[config.mk]
export PLATFORM = sky130hd
export DESIGN_NAME = i2c_master_bit_sequencer_flat
export DESIGN_NICKNAME = d
export VERILOG_FILES = /design/src/rtl/i2cmbs_pkg.sv /design/src/rtl/i2cmbs_if.sv /design/src/rtl/i2cmbs_front.sv /design/src/rtl/i2cmbs_back.sv /design/src/rtl/i2c_master_bit_sequencer.sv /design/src/flat_wrapper.sv
export SDC_FILE = /design/constraint.sdc
export NUM_CORES = 1
export LEC_CHECK = 0
export BUFFER_PORTS_ARGS = -buffer_cell sky130_fd_sc_hd__buf_2
export CORE_MARGIN = 1
export CORE_UTILIZATION = 45
export DETAILED_ROUTE_END_ITERATION = 16
export RECOVER_POWER = 50
export SKIP_LAST_GASP = 1
export SLEW_MARGIN = 5
export SYNTH_ARGS = -nofsm -noshare
export SYNTH_HDL_FRONTEND = slang
export SYNTH_HIERARCHICAL = 1
export SYNTH_SLANG_ARGS = --single-unit
[constraint.sdc]
create_clock -name clk_i -period 4.5 [get_ports clk_i]
set_input_delay 0.225 -clock clk_i [delete_from_list [all_inputs] [get_ports clk_i]]
set_output_delay 0.225 -clock clk_i [all_outputs]
set_load 0.01 [all_outputs]
[src/rtl/i2cmbs_pkg.sv]
// ----------------------------------------------------------------------------
// i2cmbs_pkg
// shared types and constants of the i2c master bit sequencer
// ----------------------------------------------------------------------------
`default_nettype none

package i2cmbs_pkg;

  localparam int unsigned WaitW      = 15;
  localparam int unsigned CountW     = 16;
  localparam int unsigned ByteW      = 8;
  localparam int unsigned BitIdxW    = 4;
  localparam int unsigned CmdW       = 3;
  localparam int unsigned RegIdxW    = 1;
  localparam int unsigned QueueDepth = 2;

  localparam logic [WaitW-1:0] WaitUnitsRst   = WaitW'(300);
  localparam logic             SdaInvertedRst = 1'b1;

  typedef enum logic [CmdW-1:0] {
    CMD_START     = 3'd0,
    CMD_WRITE     = 3'd1,
    CMD_READ_ACK  = 3'd2,
    CMD_READ_NACK = 3'd3,
    CMD_STOP      = 3'd4
  } cmd_e;

  typedef enum logic [1:0] {
    KIND_TICK = 2'd0,
    KIND_CMD  = 2'd1,
    KIND_NOP  = 2'd2
  } kind_e;

  typedef enum logic [RegIdxW-1:0] {
    REG_WAIT_UNITS  = 1'b0,
    REG_SDA_INVERTED = 1'b1
  } reg_idx_e;

  typedef struct packed {
    kind_e            kind;
    cmd_e             cmd;
    logic [ByteW-1:0] tx_byte;
    logic             sda_sample;
  } item_t;

  typedef struct packed {
    logic  valid;
    item_t item;
  } queue_head_t;

endpackage

`default_nettype wire

[src/rtl/i2cmbs_if.sv]
// ----------------------------------------------------------------------------
// i2cmbs channel interfaces
// input item, result item and register write channels
// ----------------------------------------------------------------------------
`default_nettype none

interface i2cmbs_item_if;
  logic       valid;
  logic       ready;
  logic       action;
  logic [2:0] command;
  logic [7:0] tx_byte;
  logic       sda_sample;

  modport source (output valid, action, command, tx_byte, sda_sample, input ready);
  modport sink   (input valid, action, command, tx_byte, sda_sample, output ready);
endinterface

interface i2cmbs_res_if;
  logic       valid;
  logic       ready;
  logic       scl_level;
  logic       sda_pin;
  logic       sda_released;
  logic       busy_res;
  logic       done_res;
  logic [7:0] rx_byte;
  logic       ack_missing;

  modport source (output valid, scl_level, sda_pin, sda_released, busy_res, done_res,
                  rx_byte, ack_missing, input ready);
  modport sink   (input valid, scl_level, sda_pin, sda_released, busy_res, done_res,
                  rx_byte, ack_missing, output ready);
endinterface

interface i2cmbs_cfg_if;
  logic        valid;
  logic        ready;
  logic [0:0]  index;
  logic [14:0] data;

  modport source (output valid, index, data, input ready);
  modport sink   (input valid, index, data, output ready);
endinterface

`default_nettype wire

[src/rtl/i2cmbs_front.sv]
// ----------------------------------------------------------------------------
// i2cmbs_front
// accepts input items, classifies them and holds them in a two-entry queue
// ----------------------------------------------------------------------------
`default_nettype none

module i2cmbs_front (
  input  wire                    clk_i,
  input  wire                    rst_ni,
  i2cmbs_item_if.sink            item_i,
  input  wire                    pop_i,
  output i2cmbs_pkg::queue_head_t head_o
);

  localparam int unsigned PtrW = $clog2(i2cmbs_pkg::QueueDepth);

  i2cmbs_pkg::item_t mem_q [i2cmbs_pkg::QueueDepth];
  logic [PtrW-1:0]   wr_ptr_q, rd_ptr_q;
  logic [PtrW:0]     count_q;
  i2cmbs_pkg::item_t cls;
  logic              push, pop;

  always_comb begin
    cls.tx_byte    = item_i.tx_byte;
    cls.sda_sample = item_i.sda_sample;
    cls.cmd        = i2cmbs_pkg::cmd_e'(item_i.command);
    if (!item_i.action) begin
      cls.kind = i2cmbs_pkg::KIND_TICK;
    end else if (item_i.command <= i2cmbs_pkg::CMD_STOP) begin
      cls.kind = i2cmbs_pkg::KIND_CMD;
    end else begin
      cls.kind = i2cmbs_pkg::KIND_NOP;
    end
  end

  assign item_i.ready = (count_q != (PtrW+1)'(i2cmbs_pkg::QueueDepth));
  assign push         = item_i.valid && item_i.ready;
  assign pop          = pop_i && (count_q != '0);

  assign head_o.valid = (count_q != '0);
  assign head_o.item  = mem_q[rd_ptr_q];

  always_ff @(posedge clk_i or negedge rst_ni) begin
    if (!rst_ni) begin
      wr_ptr_q <= '0;
      rd_ptr_q <= '0;
      count_q  <= '0;
    end else begin
      if (push) begin
        wr_ptr_q <= wr_ptr_q + PtrW'(1);
      end
      if (pop) begin
        rd_ptr_q <= rd_ptr_q + PtrW'(1);
      end
      case ({push, pop})
        2'b10:   count_q <= count_q + (PtrW+1)'(1);
        2'b01:   count_q <= count_q - (PtrW+1)'(1);
        default: count_q <= count_q;
      endcase
    end
  end

  always_ff @(posedge clk_i) begin
    if (push) begin
      mem_q[wr_ptr_q] <= cls;
    end
  end

endmodule

`default_nettype wire

[src/rtl/i2cmbs_back.sv]
// ----------------------------------------------------------------------------
// i2cmbs_back
// bus sequencer: runs one queued item per cycle while the result side is not stalled, and registers its result
// ----------------------------------------------------------------------------
`default_nettype none

module i2cmbs_back (
  input  wire                     clk_i,
  input  wire                     rst_ni,
  input  wire i2cmbs_pkg::queue_head_t head_i,
  output logic                    pop_o,
  i2cmbs_cfg_if.sink              cfg_i,
  i2cmbs_res_if.source            res_o
);

  typedef enum logic [4:0] {
    PH_IDLE  = 5'd0,
    PH_S_A   = 5'd1,
    PH_S_B   = 5'd2,
    PH_S_C   = 5'd3,
    PH_S_D   = 5'd4,
    PH_W_HI  = 5'd5,
    PH_W_LO  = 5'd6,
    PH_W_ACK = 5'd7,
    PH_W_CHK = 5'd8,
    PH_W_END = 5'd9,
    PH_R_HI  = 5'd10,
    PH_R_SMP = 5'd11,
    PH_R_END = 5'd12,
    PH_K_HI  = 5'd13,
    PH_K_LO  = 5'd14,
    PH_K_FIN = 5'd15,
    PH_P_HI  = 5'd16,
    PH_P_END = 5'd17
  } phase_e;

  localparam int unsigned CntW = i2cmbs_pkg::CountW;
  localparam int unsigned BW   = i2cmbs_pkg::ByteW;
  localparam int unsigned IdxW = i2cmbs_pkg::BitIdxW;

  logic [i2cmbs_pkg::WaitW-1:0] wait_units_q;
  logic                         sda_inv_q;

  phase_e           ph_q, ph_d;
  logic [IdxW-1:0]  bit_q, bit_d;
  logic [BW-1:0]    sh_q, sh_d;
  logic [CntW-1:0]  cnt_q, cnt_d, cnt_dec;
  logic             scl_q, scl_d;
  logic             sda_q, sda_d;
  logic             sin_q, sin_d;
  i2cmbs_pkg::cmd_e acmd_q, acmd_d;
  logic             nack_q, nack_d;
  logic [BW-1:0]    rx_q, rx_d;
  logic             done;
  logic             out_valid_q;

  logic [i2cmbs_pkg::WaitW-1:0] half;
  logic [CntW-1:0]              full16, half16;
  logic [IdxW-1:0]              bit_inc;
  logic [BW-1:0]                sh_wr, sh_rd;
  i2cmbs_pkg::item_t            it;

  assign cfg_i.ready = 1'b1;
  assign pop_o       = head_i.valid && (!out_valid_q || res_o.ready);
  assign res_o.valid = out_valid_q;
  assign it          = head_i.item;

  assign half    = (wait_units_q == '0) ? i2cmbs_pkg::WaitW'(1) : wait_units_q;
  assign full16  = {half, 1'b0};
  assign half16  = {1'b0, half};
  assign cnt_dec = (cnt_q != '0) ? cnt_q - CntW'(1) : cnt_q;
  assign bit_inc = bit_q + IdxW'(1);
  assign sh_wr   = {sh_q[BW-2:0], 1'b0};
  assign sh_rd   = {sh_q[BW-2:0], it.sda_sample};

  always_comb begin
    ph_d   = ph_q;
    bit_d  = bit_q;
    sh_d   = sh_q;
    cnt_d  = cnt_q;
    scl_d  = scl_q;
    sda_d  = sda_q;
    sin_d  = sin_q;
    acmd_d = acmd_q;
    nack_d = nack_q;
    rx_d   = rx_q;
    done   = 1'b0;
    case (it.kind)
      i2cmbs_pkg::KIND_CMD: begin
        if (ph_q == PH_IDLE) begin
          acmd_d = it.cmd;
          cnt_d  = full16;
          case (it.cmd)
            i2cmbs_pkg::CMD_START: begin
              sin_d = 1'b0; sda_d = 1'b1; scl_d = 1'b1;
              ph_d  = PH_S_A;
            end
            i2cmbs_pkg::CMD_WRITE: begin
              scl_d = 1'b0;
              sh_d  = it.tx_byte;
              bit_d = '0;
              sda_d = it.tx_byte[BW-1];
              ph_d  = PH_W_HI;
            end
            i2cmbs_pkg::CMD_READ_ACK, i2cmbs_pkg::CMD_READ_NACK: begin
              sin_d = 1'b1; sda_d = 1'b1;
              sh_d  = '0; bit_d = '0;
              scl_d = 1'b0;
              ph_d  = PH_R_HI;
            end
            default: begin
              sin_d = 1'b0; sda_d = 1'b0; scl_d = 1'b0;
              ph_d  = PH_P_HI;
            end
          endcase
        end
      end
      i2cmbs_pkg::KIND_TICK: begin
        if (ph_q != PH_IDLE) begin
          cnt_d = cnt_dec;
          if (cnt_dec == '0) begin
            case (ph_q)
              PH_S_A: begin sda_d = 1'b0; cnt_d = full16; ph_d = PH_S_B; end
              PH_S_B: begin cnt_d = full16; ph_d = PH_S_C; end
              PH_S_C: begin scl_d = 1'b0; cnt_d = full16; ph_d = PH_S_D; end
              PH_W_HI: begin scl_d = 1'b1; cnt_d = half16; ph_d = PH_W_LO; end
              PH_W_LO: begin
                scl_d = 1'b0;
                sh_d  = sh_wr;
                bit_d = bit_inc;
                cnt_d = full16;
                if (bit_inc < IdxW'(BW)) begin
                  sda_d = sh_wr[BW-1];
                  ph_d  = PH_W_HI;
                end else begin
                  sda_d = 1'b1;
                  ph_d  = PH_W_ACK;
                end
              end
              PH_W_ACK: begin
                sin_d = 1'b1; scl_d = 1'b1; cnt_d = full16; ph_d = PH_W_CHK;
              end
              PH_W_CHK: begin
                scl_d = 1'b0;
                if (it.sda_sample) begin
                  nack_d = 1'b1;
                  done   = 1'b1;
                end else begin
                  nack_d = 1'b0;
                  cnt_d  = full16;
                  ph_d   = PH_W_END;
                end
              end
              PH_W_END: begin sda_d = 1'b1; sin_d = 1'b0; done = 1'b1; end
              PH_R_HI: begin scl_d = 1'b1; cnt_d = half16; ph_d = PH_R_SMP; end
              PH_R_SMP: begin
                sh_d  = sh_rd;
                bit_d = bit_inc;
                cnt_d = full16;
                if (bit_inc < IdxW'(BW)) begin
                  scl_d = 1'b0;
                  ph_d  = PH_R_HI;
                end else begin
                  ph_d  = PH_R_END;
                end
              end
              PH_R_END: begin
                scl_d = 1'b0;
                sin_d = 1'b0;
                rx_d  = sh_q;
                sda_d = (acmd_q != i2cmbs_pkg::CMD_READ_ACK);
                cnt_d = full16;
                ph_d  = PH_K_HI;
              end
              PH_K_HI: begin scl_d = 1'b1; cnt_d = full16; ph_d = PH_K_LO; end
              PH_K_LO: begin
                scl_d = 1'b0;
                if (acmd_q == i2cmbs_pkg::CMD_READ_ACK) begin
                  cnt_d = full16;
                  ph_d  = PH_K_FIN;
                end else begin
                  done = 1'b1;
                end
              end
              PH_P_HI: begin scl_d = 1'b1; cnt_d = full16; ph_d = PH_P_END; end
              PH_P_END: begin sda_d = 1'b1; done = 1'b1; end
              default: done = 1'b1;
            endcase
            if (done) begin
              ph_d  = PH_IDLE;
              cnt_d = '0;
            end
          end
        end
      end
      default: ;
    endcase
  end

  always_ff @(posedge clk_i or negedge rst_ni) begin
    if (!rst_ni) begin
      wait_units_q <= i2cmbs_pkg::WaitUnitsRst;
      sda_inv_q    <= i2cmbs_pkg::SdaInvertedRst;
      ph_q         <= PH_IDLE;
      bit_q        <= '0;
      sh_q         <= '0;
      cnt_q        <= '0;
      scl_q        <= 1'b1;
      sda_q        <= 1'b1;
      sin_q        <= 1'b0;
      acmd_q       <= i2cmbs_pkg::CMD_START;
      nack_q       <= 1'b0;
      rx_q         <= '0;
      out_valid_q  <= 1'b0;
    end else begin
      if (cfg_i.valid) begin
        case (cfg_i.index)
          i2cmbs_pkg::REG_WAIT_UNITS:   wait_units_q <= cfg_i.data;
          i2cmbs_pkg::REG_SDA_INVERTED: sda_inv_q    <= cfg_i.data[0];
          default: ;
        endcase
      end
      if (pop_o) begin
        ph_q   <= ph_d;
        bit_q  <= bit_d;
        sh_q   <= sh_d;
        cnt_q  <= cnt_d;
        scl_q  <= scl_d;
        sda_q  <= sda_d;
        sin_q  <= sin_d;
        acmd_q <= acmd_d;
        nack_q <= nack_d;
        rx_q   <= rx_d;
      end
      if (pop_o) begin
        out_valid_q <= 1'b1;
      end else if (res_o.ready) begin
        out_valid_q <= 1'b0;
      end
    end
  end

  // result register, loaded with the state after the item
  always_ff @(posedge clk_i) begin
    if (pop_o) begin
      res_o.scl_level    <= scl_d;
      res_o.sda_pin      <= sda_d ^ sda_inv_q;
      res_o.sda_released <= sin_d;
      res_o.busy_res     <= (ph_d != PH_IDLE);
      res_o.done_res     <= done;
      res_o.rx_byte      <= rx_d;
      res_o.ack_missing  <= nack_d;
    end
  end

endmodule

`default_nettype wire

[src/rtl/i2c_master_bit_sequencer.sv]
// ----------------------------------------------------------------------------
// i2c_master_bit_sequencer
// i2c master taking byte commands and time ticks, one result per item
// an accepted item is written into the queue, then stepped into the result register, which sets result valid
// throughput: one item per cycle while the result side accepts results, as the sequencer handles each item in one step
// the two-entry queue lets input and result sides stall independently
// reset: asynchronous active low; bus idle with scl and sda high, registers at defaults
// ----------------------------------------------------------------------------
`default_nettype none

module i2c_master_bit_sequencer (
  input  wire          clk_i,
  input  wire          rst_ni,
  i2cmbs_item_if.sink  item_i,
  i2cmbs_cfg_if.sink   cfg_i,
  i2cmbs_res_if.source res_o
);

  i2cmbs_pkg::queue_head_t head;
  logic                    pop;

  i2cmbs_front u_front (
    .clk_i  (clk_i),
    .rst_ni (rst_ni),
    .item_i (item_i),
    .pop_i  (pop),
    .head_o (head)
  );

  i2cmbs_back u_back (
    .clk_i  (clk_i),
    .rst_ni (rst_ni),
    .head_i (head),
    .pop_o  (pop),
    .cfg_i  (cfg_i),
    .res_o  (res_o)
  );

endmodule

`default_nettype wire
[src/flat_wrapper.sv]
// flat-port wrapper written by rule: the top's interface ports become plain ports
module i2c_master_bit_sequencer_flat 
  (clk_i, rst_ni, item_i_valid, item_i_action, item_i_command, item_i_tx_byte, item_i_sda_sample, item_i_ready, cfg_i_valid, cfg_i_index, cfg_i_data, cfg_i_ready, res_o_valid, res_o_scl_level, res_o_sda_pin, res_o_sda_released, res_o_busy_res, res_o_done_res, res_o_rx_byte, res_o_ack_missing, res_o_ready);
  i2cmbs_item_if item_i_i ();
  i2cmbs_cfg_if cfg_i_i ();
  i2cmbs_res_if res_o_i ();
  input  wire clk_i;
  input  wire rst_ni;
  input wire logic [$bits(item_i_i.valid)-1:0] item_i_valid;
  input wire logic [$bits(item_i_i.action)-1:0] item_i_action;
  input wire logic [$bits(item_i_i.command)-1:0] item_i_command;
  input wire logic [$bits(item_i_i.tx_byte)-1:0] item_i_tx_byte;
  input wire logic [$bits(item_i_i.sda_sample)-1:0] item_i_sda_sample;
  output wire logic [$bits(item_i_i.ready)-1:0] item_i_ready;
  input wire logic [$bits(cfg_i_i.valid)-1:0] cfg_i_valid;
  input wire logic [$bits(cfg_i_i.index)-1:0] cfg_i_index;
  input wire logic [$bits(cfg_i_i.data)-1:0] cfg_i_data;
  output wire logic [$bits(cfg_i_i.ready)-1:0] cfg_i_ready;
  output wire logic [$bits(res_o_i.valid)-1:0] res_o_valid;
  output wire logic [$bits(res_o_i.scl_level)-1:0] res_o_scl_level;
  output wire logic [$bits(res_o_i.sda_pin)-1:0] res_o_sda_pin;
  output wire logic [$bits(res_o_i.sda_released)-1:0] res_o_sda_released;
  output wire logic [$bits(res_o_i.busy_res)-1:0] res_o_busy_res;
  output wire logic [$bits(res_o_i.done_res)-1:0] res_o_done_res;
  output wire logic [$bits(res_o_i.rx_byte)-1:0] res_o_rx_byte;
  output wire logic [$bits(res_o_i.ack_missing)-1:0] res_o_ack_missing;
  input wire logic [$bits(res_o_i.ready)-1:0] res_o_ready;
  assign item_i_i.valid = item_i_valid;
  assign item_i_i.action = item_i_action;
  assign item_i_i.command = item_i_command;
  assign item_i_i.tx_byte = item_i_tx_byte;
  assign item_i_i.sda_sample = item_i_sda_sample;
  assign item_i_ready = item_i_i.ready;
  assign cfg_i_i.valid = cfg_i_valid;
  assign cfg_i_i.index = cfg_i_index;
  assign cfg_i_i.data = cfg_i_data;
  assign cfg_i_ready = cfg_i_i.ready;
  assign res_o_valid = res_o_i.valid;
  assign res_o_scl_level = res_o_i.scl_level;
  assign res_o_sda_pin = res_o_i.sda_pin;
  assign res_o_sda_released = res_o_i.sda_released;
  assign res_o_busy_res = res_o_i.busy_res;
  assign res_o_done_res = res_o_i.done_res;
  assign res_o_rx_byte = res_o_i.rx_byte;
  assign res_o_ack_missing = res_o_i.ack_missing;
  assign res_o_i.ready = res_o_ready;
  i2c_master_bit_sequencer u_core (.clk_i(clk_i), .rst_ni(rst_ni), .item_i(item_i_i), .cfg_i(cfg_i_i), .res_o(res_o_i));
endmodule
# Word level (Yosys, flattened, before mapping)

Memory sizes are Yosys's and may differ from the RTL's.
Index checks and enable logic that the tools add are counted.

Register bits after elaboration: 83
RAM bits: 28
Output and inout port bits: 17
Memories kept: 1

Add/sub/neg operators: 6
$lt $le $gt $ge: 2
Equality and inequality tests: 31
Mux-type cells: 74
Bitwise logic cells: 2
Reduce and logical (&&, ||, !) cells: 35

Memory list:

| name                 | depth | width | read ports | clocked after memory_dff | write ports | line               | RTL |
|---|---|---|---|---|---|---|---|
| u_core.u_front.mem_q | 2     | 14    | 1          | 0                        | 1           | i2cmbs_front.sv:17 | `i2cmbs_pkg::item_t mem_q [i2cmbs_pkg::QueueDepth];` |

Operators by type and width:

| operator                                            | number |
|---|---|
| two-way mux 16 bit                                  | 7 |
| one-hot mux 5 bit (13 select lines)                 | 1 |
| one-hot mux 16 bit (4 select lines)                 | 1 |
| two-way mux 8 bit                                   | 7 |
| one-hot mux 8 bit (2 select lines)                  | 3 |
| equality test 5 x 4 -> 1 bit, second input constant | 7 |
| one-hot mux 16 bit (2 select lines)                 | 1 |
| two-way mux 5 bit                                   | 6 |
| two-way mux 1 bit                                   | 25 |
| two-way mux 4 bit                                   | 5 |
| logical NOT 16 bit                                  | 1 |
| nonzero test 16 bit                                 | 1 |
| subtractor 16 x 1 -> 16 bit, second input constant  | 1 |
| equality test 5 x 3 -> 1 bit, second input constant | 3 |
| logical NOT 15 bit                                  | 1 |
| two-way mux 15 bit                                  | 1 |
| one-hot mux 5 bit (3 select lines)                  | 1 |
| AND reduction 7 bit                                 | 2 |
| != test 2 bit, second input constant                | 6 |
| one-hot mux 1 bit (2 select lines)                  | 6 |
| OR reduction 11 bit                                 | 1 |
| equality test 5 x 2 -> 1 bit, second input constant | 2 |
| equality test 5 bit, second input constant          | 2 |
| one-hot mux 5 bit (2 select lines)                  | 1 |
| 37 further kinds                                    | 58 |

# Depth between registers and ports, before layout

Gate-level depths: netlist (run 1).

Depth in word-level cells: 11
Mapped depth: 12
Mapped depth without buffers: 11

# Hierarchy

Netlist (run 1), hierarchy kept.

Modules (own cells, without submodules):

| module       | instances | cells an instance | area each (sq um) |
|---|---|---|---|
| i2cmbs_back  | 1         | 550               | 4976.0 |
| i2cmbs_front | 1         | 65                | 1228.7 |

# Worst setup path before layout (run 1)

No wires, ideal clock.

Kind: flip-flop to flip-flop
Start: reg u_core.u_back.cnt_q[0]
End: reg u_core.u_back.res_o.ack_missing, data pin
Setup time: 260 ps
Arrival: 3119 ps
Required time: 4240 ps
Setup slack: 1121 ps
Stages on the path, launching flop included: 12
Buffers on the path: 1
Cells stage by stage: dfrtp_1 inv_1 ha_1 or3b_2 or4_1 a21oi_1 o21ai_1 a221oi_4 nand3_4 buf_6 nor3_1 mux2_2

Cells in the longest elaborated chain, start to end: 6

RTL lines:

| item                                                               | line               | RTL |
|---|---|---|
| start, declared                                                    | i2cmbs_back.sv:47  | `logic [CntW-1:0] cnt_q, cnt_d, cnt_dec;` |
| start signal, assigned                                             | i2cmbs_back.sv:227 | `cnt_q <= cnt_d;` |
| subtractor 16 x 1 -> 16 bit or nonzero test 16 bit (tied branches) | i2cmbs_back.sv:71  | `assign cnt_dec = (cnt_q != '0) ? cnt_q - CntW'(1) : cnt_q;` |
| two-way mux 16 bit (*)                                             | i2cmbs_back.sv:71  |  |
| logical NOT 16 bit (*)                                             | i2cmbs_back.sv:121 | `if (cnt_dec == '0) begin` |
| two-way mux 1 bit (*)                                              | i2cmbs_back.sv:121 |  |
| two-way mux 1 bit (*)                                              | i2cmbs_back.sv:119 | `if (ph_q != PH_IDLE) begin` |
| two-way mux 1 bit (*)                                              | i2cmbs_back.sv:88  | `case (it.kind)` |
| named net u_core.u_back.nack_d                                     | i2cmbs_back.sv:52  | `logic nack_q, nack_d;` |
| end signal, assigned                                               | i2cmbs_back.sv:252 | `res_o.ack_missing <= nack_d;` |
| end, declared                                                      | i2cmbs_if.sv:31    | `rx_byte, ack_missing, input ready);` |

The timed path passes the listed nets; every way through them passes the cells marked *.
A chain may end at the register's enable or synchronous reset.

# Worst setup path after layout (run 1)

Start: reg u_core.u_back.cnt_q[8]
End: reg u_core.u_back.rx_q[3]

Cells in the longest elaborated chain, start to end: 6

RTL lines:

| item                                                               | line               | RTL |
|---|---|---|
| subtractor 16 x 1 -> 16 bit or nonzero test 16 bit (tied branches) | i2cmbs_back.sv:71  |  |
| two-way mux 16 bit (*)                                             | i2cmbs_back.sv:71  |  |
| logical NOT 16 bit (*)                                             | i2cmbs_back.sv:121 |  |
| two-way mux 8 bit (*)                                              | i2cmbs_back.sv:121 |  |
| two-way mux 8 bit (*)                                              | i2cmbs_back.sv:119 |  |
| two-way mux 8 bit (*)                                              | i2cmbs_back.sv:88  |  |
| end signal, assigned                                               | i2cmbs_back.sv:233 | `rx_q <= rx_d;` |
| end, declared                                                      | i2cmbs_back.sv:53  | `logic [BW-1:0] rx_q, rx_d;` |

Mark *: on every way between the ends. The rest lies on a longest branch, timed or not.

==> impl_metrics.toml, run 1 <==
[timing]
finalCritPeriodShare_pct = 87.9
hold_viol = 0
period_minus_slack_ps = 3950
drv_slew = 70
rsz0062_at_grt = "no"
tightest_slew_ps = 3940
max_freq_ghz = 0.253
fin_tns_setup_ps = 0
maxSlewHeadroom_pct = -162
setup_viol = 0
skew_ps = 10.4
fin_ws_ps = 546

[placed_design]
portBuffers = 49
dp_hpwl_um = 10800
postPlaceCellArea_mm2 = 0.00661
place_ws_ps = 575
place.gp.congestion = 0.907

[clock_tree]
ctsHoldBuffers = 0
clock-sinks = 111
cts_max_level = 3
clkLatencyLatePin_ps = 360
root_buffer = "clkbuf_16"
cts_tree = "built"
cts.clk_slew.worst_paths_ps = 70
ctsLongestPathBuffers = 2
cts_resized = 0
numCtsBuffers = 9
post-cts-setup-buffer-count = 0

[status]
outcome = "finished, violations left"
violations = "capacitance limit, slew limit"

[floorplan]
die_x_um = 119
rows = 42
dieArea_mm2 = 0.0143
io-pin-count = 51
die_y_um = 119
start_util_pct = 46.5
core_area_mm2 = 0.0133

[detailed_routing]
wl_per_cell_um = 18.6
drt_wl_total_um = 15500
ant_nets = 0
drt-initial-drc-count = 526
avgViaCountPerCell = 6.00
first_pass_iters = 5
drc = 0
dr_total_vias = 5000

[pwr]
power_density_mw_per_mm2 = 642
vdd_drop_max_uv = 365
p_leak_nw = 2.65

[layout]
seq_area_mm2 = 0.00300
multiInputGateArea_mm2 = 0.00299
fill_cells = 1245
layout_common_cells = "nor2_1, dfrtp_1, mux2_2"
final_common_cell = "nor2_1"
diodes = 0
final_nets = 689
final_area_mm2 = 0.00685
drive_gt1_share_pct = 19.6
syn_to_final_growth_pct = 10.4

[critical_path]
critical_path_peak_fanout = 12
reg2reg_to = "u_core/u_back/rx_q[3]"
cp-start-kind = "register"
r2r_slack_ps = 550
worstPathRequired_ps = 4740
cp-startpoint = "u_core/u_back/cnt_q[8]"
worst-r2r-cell-count = 8
worstPathArrival_ps = 4190
critPathCapture = "u_core/u_back/rx_q[3]"
worstSetupEndpointType = "register"
r2r-start = "u_core/u_back/cnt_q[8]"
critPathKind = "reg -> reg"

[grt]
gr-total-overflow = 0
grt_pass1_wl_um = 25100
grt_pass1_vias = 4594
track_usage_pct = 22.9
grt_max_degree = 70
antenna_found_initial = 0

[logic_synthesis]
synth_area_leaders = "dfrtp_1, edfxtp_1, mux2_2"
yosysTopAreaCell = "dfrtp_1"
yosysWarningCount = 6
synthesis.nets = 652
synth_top_area_share_pct = 25.0
avgSynthCellArea_um2 = 10.1
synth_seq_cells = 111
ys.flop_type = "dfrtp_1"
synthCells = 615
ys_types = 67
synth.cell_area_mm2 = 0.00620
synth_edf_count = 42
ys_async_sr_fraction_pct = 62.2
ys_seq_area_share_pct = 48.3

[worst_hold_path]
holdCritPathClass = "in -> reg"

[flow_run]
drv_cap = 1
==> cells in the mapped netlist (all sizes together), types with 2 or more instances <==
master	number
or3	3
nor2b	8
o21a	4
a31oi	6
edfxtp	42
dfrtp	62
inv	12
mux2i	8
or4	4
nand4	6
a21oi	41
dfstp	7
nor2	67
a21o	3
and3	5
mux2	52
o211ai	5
o221a	2
or2	2
a41oi	3
nand3	19
nor3	18
a211oi	3
o31a	2
o31ai	2
a22oi	11
nor3b	4
clkbuf	28
a221oi	7
buf	9
xnor2	8
nand2b	13
o22ai	2
and2	6
a21boi	3
nand2	50
a32oi	4
or3b	2
nor4	9
ha	3
xor2	5
nand3b	2
o21ai	50
==> metal layers <==
| layer | up-vias | track usage (%) | share of wire [%] | wire length (um) |
|---|---|---|---|---|
| met5 | - | 0 | 0 | 0 |
| met3 | 23 | 3.69 | 6.0 | 925 |
| met1 | 2441 | 32.6 | 45 | 6980 |
| met2 | 196 | 34.9 | 47 | 7270 |
| li1 | 2340 | - | - | - |
| met4 | 0 | 8.98 | 1.9 | 297 |
==> stage by stage <==
stage                     util (%)  cells  hold slack [ps]  total power, mW
after floorplan                  -    615            -70.6             3.07
after global placement        49.5    817              412             3.64
after detailed placement      49.5    817              416             3.64
after CTS                     51.5    833             47.8             4.41
after global routing          51.3    833             47.4             4.71
final                         51.3    833             57.9             4.40
==> kinds of logic after synthesis <==
| family | share of synthesized area (%) |
|---|---|
| simple gates | 19.0 |
| xor+xnor | 1.84 |
| other cells | 0.0604 |
| mux | 10.7 |
| fa+ha+maj | 0.605 |
| flops | 48.3 |
| compound gates | 16.0 |
| buf+inv | 3.49 |
==> how the worst min path moves through the flow <==
stage                                  from                          to  slack, ps  depth (start not counted)
after global placement    item_i_sda_sample  u_core/u_front/mem_q[0][0]        410                          1
after detailed placement  item_i_tx_byte[5]  u_core/u_front/mem_q[0][6]        420                          1
after global routing      item_i_tx_byte[7]  u_core/u_front/mem_q[1][8]         50                          1
final                     item_i_sda_sample  u_core/u_front/mem_q[0][0]         60                          1
after floorplan                      rst_ni     u_core/u_back/acmd_q[0]        -70                          0
after CTS                 item_i_sda_sample  u_core/u_front/mem_q[0][0]         50                          1
==> critical path, cell delays in order (launching register included) <==
cell and delay [ps]:
dfrtp_1 520, nor4_4 410, nand4b_1 410, nor2_1 410, o221ai_1 210, nor4_4 600
nand3_4 380, nor3_4 500, mux2_2 390
==> where the power goes <==
group          switching (mW)  leakage [nW]  internal, mW  total, mW
logic                    1.18          1.29         0.734       1.91
registers               0.345          1.24          1.39       1.74
clock network           0.374         0.130         0.379      0.753
==> area by class of cell <==
cell class / count / share of cell area, %
well taps: 176 / 3.21
inverters: 13 / 0.712
clock inverters: 6 / 0.639
clock buffers: 10 / 3.34
multi-input cells: 454 / 43.7
repair buffers: 63 / 4.69
flip-flops and latches: 111 / 43.7
==> flip-flops by register name (all words and copies together), names as in the netlist, 2 cells and up <==
name	count
u_core/u_back/cnt_q	16
u_core/u_front/count_q	2
u_core/u_back/ph_q	5
u_core/u_back/sh_q	8
u_core/u_back/res_o.rx_byte	8
u_core/u_back/wait_units_q	15
u_core/u_back/rx_q	8
u_core/u_front/mem_q	28
u_core/u_back/acmd_q	3
u_core/u_back/bit_q	4
No activity file was read; power rests on OpenSTA's default activity.
==> run 2: changes to the inputs <==
BUFFER_PORTS_ARGS = -buffer_cell sky130_fd_sc_hd__clkbuf_2   (was -buffer_cell sky130_fd_sc_hd__buf_2)
CORE_UTILIZATION = 55   (was 45)
PLACE_DENSITY = 0.74   (was not set)
==> impl_metrics.toml, run 2 (same netlist as run 1, synthesis figures left out) <==
[layout]
syn_to_final_growth_pct = 9.68
final_area_mm2 = 0.00681
final_core_util_pct = 62.2
final_nets = 685
top_register = "u_core/u_front/mem_q"
diodes = 0
drive_gt1_share_pct = 18.7
layout_common_cells = "nor2_1, dfrtp_1, mux2_2"
largest_register_ffs = 28
final_common_cell = "nor2_1"
reg.largest.list = "u_core/u_front/mem_q: 28 flops, u_core/u_back/cnt_q: 16 flops, u_core/u_back/wait_units_q: 15 flops"
fin_cells = 793

[floorplan]
rows = 38
core_area_mm2 = 0.0109
die_x_um = 108
dieArea_mm2 = 0.0117
io-pin-count = 51
die_y_um = 108
start_util_pct = 56.7

[timing]
tightest_slew_ps = 1840
max_freq_ghz = 0.254
period_minus_slack_ps = 3930
hold_viol = 0
drv_slew = 33
maxSlewHeadroom_pct = -22.4
skew_ps = 7.28
finalCritPeriodShare_pct = 87.4
setup_viol = 0
fin_tns_setup_ps = 0
rsz0062_at_grt = "no"

[critical_path]
cp-start-kind = "register"
cp_cell_sequence = "nor4_4 > nand4b_1 > nor2_1 > o221ai_1 > nor4_4 > nand3_4 > nor3_4 > mux2_2"
critPathSlowestCell = "nor4_4"
critPathKind = "reg -> reg"
critical-path-max-stage-delay_ps = 590
worstSetupEndpointType = "register"
worstPathArrival_ps = 4170
worstPathRequired_ps = 4730
critical_path_peak_fanout = 12
critical_path.most_common_cell = "nor4_4"

[pwr]
p_leak_nw = 2.65
clkPwrFrac_pct = 18.5
power_density_mw_per_mm2 = 654
pwr-share-comb_pct = 42.2
vdd_drop_max_uv = 498
intPower_mw = 2.55
power_switching_mw = 1.90
p_sw_share_pct = 42.7
seqPwrFrac_pct = 39.3

[clock_tree]
clock-sinks = 111
numCtsBuffers = 9
cts_max_level = 3
cts.clk_slew.worst_paths_ps = 70
cts_tree = "built"
ctsLongestPathBuffers = 2
root_buffer = "clkbuf_16"
cts_resized = 0
clkLatencyLatePin_ps = 350

[worst_hold_path]
holdCritPathClass = "in -> reg"

[grt]
grt_pass1_vias = 4721
grt_pass1_wl_um = 24700
track_usage_pct = 27.8
antenna_found_initial = 0
gr-total-overflow = 0
grt_max_degree = 39

[detailed_routing]
drt_wl_total_um = 15200
avgViaCountPerCell = 6.31
drt-initial-drc-count = 518
dr_total_vias = 5005
ant_nets = 0
drc = 0
first_pass_iters = 5
wl_per_cell_um = 19.2

[status]
outcome = "finished, violations left"
violations = "capacitance limit, slew limit"

[placed_design]
dp_hpwl_um = 10900
place.gp.congestion = 0.962
dp_cells = 776
postPlaceCellArea_mm2 = 0.00653
portBuffers = 49

[flow_run]
drv_cap = 1
==> run 2: cell types whose count changed in the layout (fill, tap and decap cells not counted), sizes merged <==
| cell | before | now |
|---|---|---|
| buf | 42 | 8 |
| clkbuf | 31 | 61 |
| clkinv | 4 | 2 |
| bufinv | 0 | 1 |
| clkinvlp | 1 | 0 |
| dlygate4sd3 | 0 | 1 |
| inv | 14 | 15 |
==> run 2: final timing paths <==
kind	slack [ps]	from	cells past startpoint	endpoint
worst max-delay path	570	u_core/u_back/cnt_q[8]	8	u_core/u_back/rx_q[1]
worst min-delay path	70	item_i_tx_byte[3]	1	u_core/u_front/mem_q[0][4]
worst max register to register	570	u_core/u_back/cnt_q[8]	8	u_core/u_back/rx_q[1]
worst min register to register	490	u_core/u_front/wr_ptr_q	1	u_core/u_front/wr_ptr_q
max in group asynchronous	1770	rst_ni	3	u_core/u_back/bit_q[1]
min in group asynchronous	900	rst_ni	2	u_core/u_back/ph_q[2]
==> run 2: final cells by class <==
cell class	instances	area, um^2
Fill cell	960	4130
Sequential cell	111	3000
Multi-Input combinational cell	454	2990
Timing Repair Buffer	59	289
Clock buffer	11	243
Tap cell	140	175
Clock inverter	5	61.3
Inverter	13	48.8
==> run 2: per-stage QoR <==
stage | total power, mW | hold slack (ps) | setup WS (ps)
2_1_floorplan | 3.07 | -70.6 | 1120
3_3_place_gp | 3.58 | 323 | 660
3_5_place_dp | 3.62 | 332 | 610
4_1_cts | 4.45 | 58.8 | 593
5_1_grt | 4.74 | 57.0 | 328
6_report | 4.45 | 65.1 | 566
==> run 2: layer usage <==
metal | global-route usage, % | part of all wire (%) | vias up | wire, um
li1 | - | - | 2323 | -
met1 | 39.7 | 44 | 2429 | 6740
met2 | 42.4 | 46 | 223 | 7080
met3 | 4.70 | 7.2 | 30 | 1090
met4 | 10.3 | 2.2 | 0 | 331
met5 | 0 | 0 | - | 0
==> run 2: power groups by stage <==
stage,clock (mW),sequential [mW],combinational (mW)
5_1_grt,0.875,1.79,2.07
4_1_cts,0.835,1.74,1.87
3_3_place_gp,0,1.75,1.83
6_report,0.825,1.75,1.88
2_1_floorplan,0,1.59,1.48
3_5_place_dp,0,1.76,1.86
==> run 2: critical path: cells and delay by family (launching register included) <==
kind,cells,cell delay (ps)
AOI/OAI and AO/OA,1,210
DFF,1,520
and+or+nand+nor,6,2670
muxes,1,390
==> run 2: repair_timing <==
item                      4_1_cts  5_1_grt
hold buffers                    1        0
setup buffers                   0        0
hold endpoints to repair       26        0
